==> config.mk <==
export PLATFORM = sky130hd
export DESIGN_NAME = tmw_fifo
export DESIGN_NICKNAME = d
export VERILOG_FILES = /design/src/hdl/tmw_pkg.sv /design/src/hdl/tmw_fifo.sv
export SDC_FILE = /design/constraint.sdc
export NUM_CORES = 1
export LEC_CHECK = 0
export ABC_AREA = 1
export BUFFER_PORTS_ARGS = -buffer_cell sky130_fd_sc_hd__buf_2
export CAP_MARGIN = 10
export CORE_UTILIZATION = 48
export CTS_BUF_LIST = sky130_fd_sc_hd__clkbuf_2 sky130_fd_sc_hd__clkbuf_4 sky130_fd_sc_hd__clkbuf_8
export DETAILED_ROUTE_END_ITERATION = 10
export GPL_TIMING_DRIVEN = 0
export PLACE_DENSITY = 0.81
export SKIP_LAST_GASP = 1
export SYNTH_ARGS = -nofsm -noshare
export SYNTH_HDL_FRONTEND = slang
export SYNTH_SLANG_ARGS = --single-unit
==> constraint.sdc <==
create_clock -name clk -period 1.8 [get_ports clk]
set_input_delay 0.09 -clock clk [delete_from_list [all_inputs] [get_ports clk]]
set_output_delay 0.09 -clock clk [all_outputs]
set_load 0.1 [all_outputs]
==> src/hdl/tmw_pkg.sv <==
// Shared types and constants for the text-mode terminal writer.
package tmw_pkg;

  localparam logic [7:0] NEWLINE_CODE = 8'd10;
  localparam logic [7:0] BLANK_CODE   = 8'h20;
  localparam logic [7:0] RESET_COLOR  = 8'h07;
  localparam logic [15:0] RESET_CELL  = {RESET_COLOR, BLANK_CODE};

  localparam int Q_DEPTH = 2;

  typedef enum logic [1:0] {
    OP_PUT,
    OP_NEWLINE,
    OP_READ,
    OP_READ_NONE
  } tmw_op_t;

  typedef struct packed {
    tmw_op_t    op;
    logic [7:0] char_code;
    logic [4:0] read_row;
    logic [6:0] read_col;
  } tmw_cmd_t;

  typedef enum logic [2:0] {
    ST_CLEAR,
    ST_IDLE,
    ST_EXEC,
    ST_RDATA,
    ST_COPY,
    ST_FILL,
    ST_RESP
  } tmw_state_t;

endpackage

==> src/hdl/tmw_fifo.sv <==
// Short command queue between the front end and the execution engine.
module tmw_fifo import tmw_pkg::*; (
  input  logic     clk,
  input  logic     rst_n,
  input  logic     q_push,
  input  tmw_cmd_t q_wdata,
  input  logic     q_pop,
  output tmw_cmd_t q_rdata,
  output logic     q_full,
  output logic     q_empty
);

  localparam int PW = (Q_DEPTH > 1) ? $clog2(Q_DEPTH) : 1;
  localparam int NW = $clog2(Q_DEPTH + 1);
  localparam logic [PW-1:0] PTR_LAST = PW'(Q_DEPTH - 1);
  localparam logic [NW-1:0] CNT_FULL = NW'(Q_DEPTH);

  tmw_cmd_t        q_mem [Q_DEPTH];
  logic [PW-1:0]   wr_ptr_r, wr_ptr_nxt;
  logic [PW-1:0]   rd_ptr_r, rd_ptr_nxt;
  logic [NW-1:0]   cnt_r, cnt_nxt;

  assign q_full  = (cnt_r == CNT_FULL);
  assign q_empty = (cnt_r == '0);
  assign q_rdata = q_mem[rd_ptr_r];

  always_comb begin
    wr_ptr_nxt = wr_ptr_r;
    rd_ptr_nxt = rd_ptr_r;
    cnt_nxt    = cnt_r;
    if (q_push) begin
      wr_ptr_nxt = (wr_ptr_r == PTR_LAST) ? '0 : wr_ptr_r + PW'(1);
    end
    if (q_pop) begin
      rd_ptr_nxt = (rd_ptr_r == PTR_LAST) ? '0 : rd_ptr_r + PW'(1);
    end
    unique case ({q_push, q_pop})
      2'b10:   cnt_nxt = cnt_r + NW'(1);
      2'b01:   cnt_nxt = cnt_r - NW'(1);
      default: cnt_nxt = cnt_r;
    endcase
  end

  always_ff @(posedge clk) begin
    if (!rst_n) begin
      wr_ptr_r <= '0;
      rd_ptr_r <= '0;
      cnt_r    <= '0;
    end else begin
      wr_ptr_r <= wr_ptr_nxt;
      rd_ptr_r <= rd_ptr_nxt;
      cnt_r    <= cnt_nxt;
    end
  end

  always_ff @(posedge clk) begin
    if (q_push) begin
      q_mem[wr_ptr_r] <= q_wdata;
    end
  end

endmodule

# Word level (Yosys, flattened, before mapping)
# Memories as Yosys holds them, arrays and structs flattened. A register that Yosys moved wholly into a read port is not among the register bits.
# Index checks and enable logic that the tools add are counted.
# op_classes
addsub	4
n_eq_ne	3
muxes	7
reduce_logical	2
# op_table
op	n
$mux W1	6
$eq A2 B2 Y1 const B	2
$pmux W2 S2	1
$add A1 B1 Y1 const B	2
$add A2 B1 Y2 const B	1
$eq A2 B1 Y1 const B	1
$logic_not A2 Y1	1
$reduce_bool A2 Y1	1
$sub A2 B1 Y2 const B	1
# word_totals
ff_bits	4
ramBits	44
in_bits	26
out_inout_bits	24
memories	1
# mem_list
name	depth	word_bits	rd	rd_ports_with_merged_regs	write_ports	line_no	text
q_mem	2	22	1	1	1	tmw_fifo.sv:18	tmw_cmd_t q_mem [Q_DEPTH];

# Longest topological paths before layout
# Gate-level depths: netlist of the first run.
# depth
word_depth	4
depth_mapped	7

# Least setup slack after synthesis of the first run
# No wires, ideal clock.
# synth_timing
path_kind	flip-flop to output port
start	register cnt_r[1]
end	output q_full
t_arrival_ps	1640
path_slack_ps	70
stages_incl_launch_ff	3
n_path_buf	0
path_cell_list	dfxtp_1 inv_1 nor2_1
# synth_via
elab_chain_cells	1
# synth_lines
item	line_no	text
from (decl)	tmw_fifo.sv:21	logic [NW-1:0] cnt_r, cnt_nxt;
from (signal assigned)	tmw_fifo.sv:52	cnt_r <= cnt_nxt;
$eq A2 B2 Y1	tmw_fifo.sv:23	assign q_full = (cnt_r == CNT_FULL);
to (decl)	tmw_fifo.sv:9	output logic q_full,
# No other way between the ends.

==> results of run 1 <==
cell families (layout without fill, tap and decap cells):
| logic type | after synthesis | after routing |
|---|---|---|
| AOI/OAI and AO/OA | 2 | 2 |
| adders and majority gates | 1 | 1 |
| buffers and inverters | 8 | 88 |
| DFF | 49 | 49 |
| muxes | 22 | 22 |
| and+or+nand+nor | 21 | 21 |
metrics by stage:
stage	TNS [ns]	hold WS [ns]	utilization [%]	setup slack, ns	power (W)
finish	0	0.06106	71.18	0.1743	0.002697
global placement	-7.000	0.2789	61.15	-0.3187	0.001929
global route	0	0.07272	71.18	0.09174	0.002786
detailed placement	0	0.2816	61.65	0.3243	0.001950
CTS	0	0.05068	71.18	0.1500	0.002721
floorplan	0	0.1889	-	0.06954	0.001841
sequential cells by signal, indices dropped and copies added (netlist names), named ones only:
signal    cells
q_mem        44
cnt_r         2
rd_ptr_r      1
wr_ptr_r      1
cells in the final DEF, fill, tap and decap left out:
cell / n
a21oi_1: 1
nand4_1: 1
clkbuf_8: 5
nand2_1: 8
mux2_2: 22
nor2_1: 11
o21ai_0: 1
edfxtp_1: 44
nor2_2: 1
buf_8: 1
ha_1: 1
buf_6: 2
clkbuf_4: 1
buf_2: 49
dlygate4sd3_1: 22
clkinv_1: 1
bufinv_16: 1
inv_1: 6
dfxtp_1: 5
routing by layer:
layer,up-vias,global-route usage [%],share of wire [%]
met5,-,0,0
li1,534,-,-
met3,2,5.072,4.9
met4,0,3.409,0.52
met2,34,30.32,55
met1,500,18.54,40
layout make-up:
cell class | instances | area, sq um | share of cell area, %
sequential | 49 | 1421 | 57.58
clock inverter | 2 | 33.78 | 1.368
timing repair buffer | 72 | 480.5 | 19.46
clock buffer | 6 | 76.32 | 3.092
multi-input combinational | 46 | 354.1 | 14.34
buffer | 2 | 22.52 | 0.9123
tap | 46 | 57.56 | 2.331
inverter | 6 | 22.52 | 0.9123
power by group through the flow:
| stage | clock (W) | sequential [W] | combinational [W] |
|---|---|---|---|
| floorplan | 0 | 0.00135 | 0.000492 |
| global placement | 0 | 0.00135 | 0.000577 |
| detailed placement | 0 | 0.00136 | 0.000593 |
| CTS | 0.000758 | 0.00133 | 0.000632 |
| global route | 0.000793 | 0.00134 | 0.000656 |
| finish | 0.000738 | 0.00133 | 0.000628 |
how the worst max path moves through the flow:
stage / start / cells past startpoint / to / slack [ns]
6_report: flop / 3 / q_rdata[17] / 0.17
5_1_grt: flop / 3 / q_rdata[11] / 0.09
4_1_cts: flop / 3 / q_rdata[11] / 0.15
3_5_place_dp: wr_ptr_r / 2 / q_mem[1][5] / 0.32
3_3_place_gp: wr_ptr_r / 1 / q_mem[0][8] / -0.32
2_1_floorplan: cnt_r[1] / 2 / q_full / 0.07
tightest hold or removal path, stage by stage:
cell and delay [ns]:
buf_2 0.12, nand2_1 0.06, nor2_1 0.03
==> reports/qor.csv, run 1 <==
stage,metric,value,unit
worst_setup_path,worst r2r src,wr_ptr_r,
routing,DR WL/cell,13.42,um
hold_path,Hold Crit Start,rst_n,
yosys,Post-Synth XOR/XNOR Area,0,%
routing,routed vias,1070,
worst_setup_path,crit path DAT,1.54,ns
final_layout,fin cells,229,
timing,RSZ-0062 raised after global routing,no,
yosys,sequential element share of the synthesized area,78.18,%
routing,initial DRC count,31,
yosys,post-synthesis async set-or-reset flop share,0,%
yosys,syn_area_per_cell,17.65,sq um
worst_setup_path,endpoint type of the worst setup path,primary output,
hold_path,hold worst-path end,wr_ptr_r,
placed_design,dpl cells,199,
yosys,mux cell area share after synthesis,13.63,%
final_layout,fillers,234,
worst_setup_path,Reg-to-Reg End,q_mem[1][5],
worst_setup_path,class of the most critical setup path,reg2out,
grt,global-route wire length before repair,4926,um
worst_setup_path,Crit-path slowest cell,dfxtp_1,
power_and_ir_drop,Switching Fraction,30.21,%
yosys,Synth Cell Area,1818,sq um
timing,maximum clock frequency,615.1,MHz
final_layout,Antenna diodes,0,
worst_setup_path,CP Max Fanout,10,
final_layout,Final Net Count,209,
grt,largest net degree at the start of global routing,23,
yosys,cell accounting for the most synthesized area,edfxtp_1,
timing,clk_skew,0.001745,ns
yosys,Simple-Gate Fraction of Synth Area,4.474,%
power_and_ir_drop,Internal,0.001882,W
cts,worst-skew pair later-pin latency,0.29,ns
worst_setup_path,CP bufs+invs,2,
status,status,"finished, final reports clean",
cts,TritonCTS Buffers,5,
floorplanning,die area,4037,sq um
yosys,largest cells by area after synthesis,"edfxtp_1 73%, mux2_2 14%, dfxtp_1 5.5%, nor2_1 2.5%, nand2_1 1.7%",
yosys,"Top FF cell, synth",edfxtp_1,
cts,H-tree Lvls,2,
cts,# clock sinks,49,
cts,hold_buf cts,22,
cts,post-CTS sizing,0,
floorplanning,Core Rows,21,
yosys,Post-synth EDFFs,44,
power_and_ir_drop,clock share of power,27.4,%
yosys,"FF+latch count, synth",49,
yosys,Syn Inst Count,103,
timing,Worst-Margin Slew,0.8322,ns
placed_design,Post-DP Area,2138,sq um
power_and_ir_drop,Reg power frac,49.3,%
yosys,Adder-Cell Fraction of Synth Area,0.6882,%
floorplanning,die width,63.54,um
power_and_ir_drop,Logic pwr share,23.3,%
grt,initial antenna violation count,0,
floorplanning,Die Y,63.54,um
job,number of max-cap violations,0,
power_and_ir_drop,static leakage,0.9837,nW
hold_path,hold depth,3,
yosys,"top cells by count, synth","44 x edfxtp_1, 22 x mux2_2, 12 x nor2_1, 8 x nand2_1, 6 x inv_1",
routing,vias per cell,4.672,
timing,Final setup viols,0,
yosys,top-area cell type share of the netlist area,72.68,%
worst_setup_path,"slowest stage delay, CP",0.42,ns
power_and_ir_drop,Sw Pwr,0.0008148,W
cts,number of post-CTS setup repair buffers,0,
cts,clock buffer depth,2,
timing,max-slew violations,0,
yosys,Synth Net Count,130,
worst_setup_path,r2r setup slk,0.34,ns
power_and_ir_drop,VDD IR max,0.6353,mV
placed_design,Final Wtd Congestion,0.6301,
final_layout,final instance area,2469,sq um
yosys,Yosys cell types,11,
floorplanning,Core ar.,3468,sq um
grt,gr usage total,16.48,%
final_layout,fraction of layout cells with a size suffix above 1,44.81,%
worst_setup_path,Worst setup SP type,flop,
worst_setup_path,CP Data Required Time,1.71,ns
worst_setup_path,"delay-heaviest family, CP",buffers and inverters,
final_layout,Area Growth Syn to Fin,35.79,%
power_and_ir_drop,PwrDens,1092,nW/um^2
timing,min cycle time layout,1.626,ns
yosys,combinational family with the most area after synthesis,multiplexers,
yosys,yosys warns,0,
routing,final wirelength,3073,um
cts,CTS tree,yes,
timing,Rel. slew slack,44.46,%
floorplanning,IO Pins,50,
routing,DRT antenna net count,0,
worst_setup_path,CP Cell Sequence,"buf_6, mux2_2, buf_2",
placed_design,PortBufs,49,
routing,First-pass DRT Iterations,4,
worst_setup_path,FF-to-FF path depth,2,
yosys,most common cell in the netlist,edfxtp_1,
yosys,area fraction in compound gates after synthesis,0.5506,%
routing,Remaining DRCs,0,
cts,Root Buffer,clkbuf_8,
placed_design,post-DP HPWL,2026,um
grt,vias in the first global route,1088,
grt,global route overflow,0,
timing,Final period util,90.32,%
floorplanning,initial cell density of the core,52.42,%
cts,Clock transition at path regs,0.08,ns
timing,Fin. Hold Viols,0,
hold_path,worst hold path class,in2reg,
(Power assumes the default switching activity.)
==> inputs of run 2 (changes only) <==
- CORE_UTILIZATION: 48 -> 36
- PLACE_DENSITY: 0.81 -> 0.65
==> run 2 against run 1 <==
Effect of this change:
- register-to-register slack got worse by 0.05 ns
- final area increased by 2.0%
- fmax shrank 1.0%
- die area up 32%
- clock skew increased by 0.0038 ns
- sequential share of layout area decreased by 1.1 points
- sequential cell count did not move
- utilization fell by 19 points
- global-route usage is 3.2 points lower
- first-iteration DRC count shrank 16%
==> reports/qor.csv, run 2 (synthesis results as in run 1) <==
stage,metric,value,unit
worst_setup_path,worst r2r src,wr_ptr_r,
final_layout,"most common cell after layout, fill and taps aside",buf_2,
final_layout,Final Net Count,209,
grt,gr usage total,13.25,%
placed_design,DP Worst Slack,0.2386,ns
cts,number of post-CTS setup repair buffers,0,
grt,initial antenna violation count,0,
grt,largest net degree at the start of global routing,23,
final_layout,final instance area,2517,sq um
timing,min setup slack post-route,0.1575,ns
timing,Fin. Hold Viols,0,
cts,clock buffer depth,2,
worst_setup_path,Worst setup SP type,flop,
grt,global route overflow,0,
status,status,"finished, final reports clean",
power_and_ir_drop,static leakage,0.9898,nW
timing,Rel. slew slack,39.93,%
job,number of max-cap violations,0,
timing,setup_tns,0,ns
timing,max-slew violations,0,
routing,vias per cell,4.372,
placed_design,PortBufs,49,
cts,worst-skew pair later-pin latency,0.30,ns
hold_path,hold depth,3,
worst_setup_path,FF-to-FF path depth,2,
cts,TritonCTS Buffers,5,
grt,global-route wire length before repair,5023,um
cts,CTS tree,yes,
placed_design,post-DP HPWL,2142,um
floorplanning,Die Y,73.07,um
worst_setup_path,CP Data Required Time,1.71,ns
routing,Remaining DRCs,0,
worst_setup_path,endpoint type of the worst setup path,primary output,
timing,Final period util,91.25,%
final_layout,fraction of layout cells with a size suffix above 1,45.36,%
cts,post-CTS sizing,0,
timing,min cycle time layout,1.642,ns
hold_path,Hold Crit Start,rst_n,
placed_design,Post-DP Area,2177,sq um
worst_setup_path,Crit-path slowest cell,dfxtp_1,
final_layout,max reg flops,44,
cts,H-tree Lvls,2,
worst_setup_path,"slowest stage delay, CP",0.43,ns
worst_setup_path,CP Cell Sequence,"buf_6, mux2_2, buf_2",
routing,DR WL/cell,12.88,um
floorplanning,Core Rows,25,
power_and_ir_drop,PwrDens,1100,nW/um^2
timing,Final setup viols,0,
worst_setup_path,CP Max Fanout,10,
timing,Min Hold Slack,0.03400,ns
floorplanning,initial cell density of the core,37.99,%
floorplanning,die area,5338,sq um
grt,vias in the first global route,1167,
routing,DRT antenna net count,0,
timing,maximum clock frequency,608.8,MHz
hold_path,worst hold path class,in2reg,
cts,# clock sinks,49,
routing,initial DRC count,26,
timing,Worst-Margin Slew,0.9001,ns
worst_setup_path,r2r setup slk,0.29,ns
worst_setup_path,Reg-to-Reg End,q_mem[1][19],
cts,Root Buffer,clkbuf_8,
final_layout,Area Growth Syn to Fin,38.47,%
final_layout,Antenna diodes,0,
worst_setup_path,crit path DAT,1.55,ns
timing,clk_skew,0.005580,ns
routing,First-pass DRT Iterations,4,
final_layout,fillers,408,
final_layout,most frequent cells in the layout,"49 x buf_2, 44 x edfxtp_1, 22 x mux2_2, 22 x dlygate4sd3_1, 11 x nor2_1",
cts,hold_buf cts,22,
routing,routed vias,1093,
power_and_ir_drop,VDD IR max,0.4207,mV
final_layout,Layout Utilization,52.60,%
hold_path,hold worst-path end,wr_ptr_r,
final_layout,"Most flops, register",q_mem,
final_layout,Largest regs,"q_mem x44, cnt_r x2",
timing,RSZ-0062 raised after global routing,no,
routing,final wirelength,3219,um
worst_setup_path,class of the most critical setup path,reg2out,
floorplanning,die width,73.07,um
floorplanning,Core ar.,4786,sq um
cts,Clock transition at path regs,0.09,ns
floorplanning,IO Pins,50,
placed_design,Final Wtd Congestion,0.6432,
-- run 2: cell count changes in the layout (fill, tap and decap cells not counted) --
cell / previous run / this run
buf_16: 0 / 1
buf_8: 1 / 0
clkbuf_4: 1 / 0
clkbuf_8: 5 / 6
clkinv_1: 1 / 0
clkinvlp_4: 0 / 1
-- run 2: area by class of cell --
class	instances	area [sq um]	share of cell area, %
Clock buffer	6	82.58	3.280
Multi-Input combinational cell	46	354.1	14.07
Inverter	6	22.52	0.8946
Buffer	2	22.52	0.8946
Timing Repair Buffer	72	493.0	19.58
Tap cell	67	83.83	3.330
Sequential cell	49	1421	56.46
Clock inverter	2	37.54	1.491
-- run 2: worst max path at each step --
stage | slack [ns] | to
final | 0.16 | q_rdata[3]
after global routing | 0.09 | q_rdata[2]
after CTS | 0.13 | q_rdata[3]
after detailed placement | 0.24 | q_mem[1][15]
after global placement | -0.36 | q_mem[0][21]
after floorplan | 0.07 | q_full
-- run 2: where the power goes --
group	leakage (nW)	switching (W)	internal, W
Combinational	0.478	0.000483	0.000154
Sequential	0.455	0.0000212	0.00131
Clock	0.0574	0.000352	0.000452
Total	0.990	0.000856	0.00191
-- run 2: stage by stage --
stage               cells  power (W)
detailed placement    220   0.001960
global placement      219   0.001932
finish                250   0.002769
floorplan             103   0.001841
CTS                   250   0.002797
global route          250   0.002866
-- run 2: metal layers --
layer / vias up / GRT usage (%) / share of wire [%]
met5: - / 0 / 0
met4: 0 / 7.190 / 1.7
met3: 5 / 3.453 / 3.7
met2: 26 / 25.00 / 55
met1: 530 / 13.05 / 39
li1: 532 / - / -
-- run 2: worst max-delay path: cells and delay by family (launching register included) --
| kind | cells | cell delay (ns) |
|---|---|---|
| buffers and inverters | 2 | 0.48 |
| flip-flops | 1 | 0.43 |
| multiplexers | 1 | 0.34 |
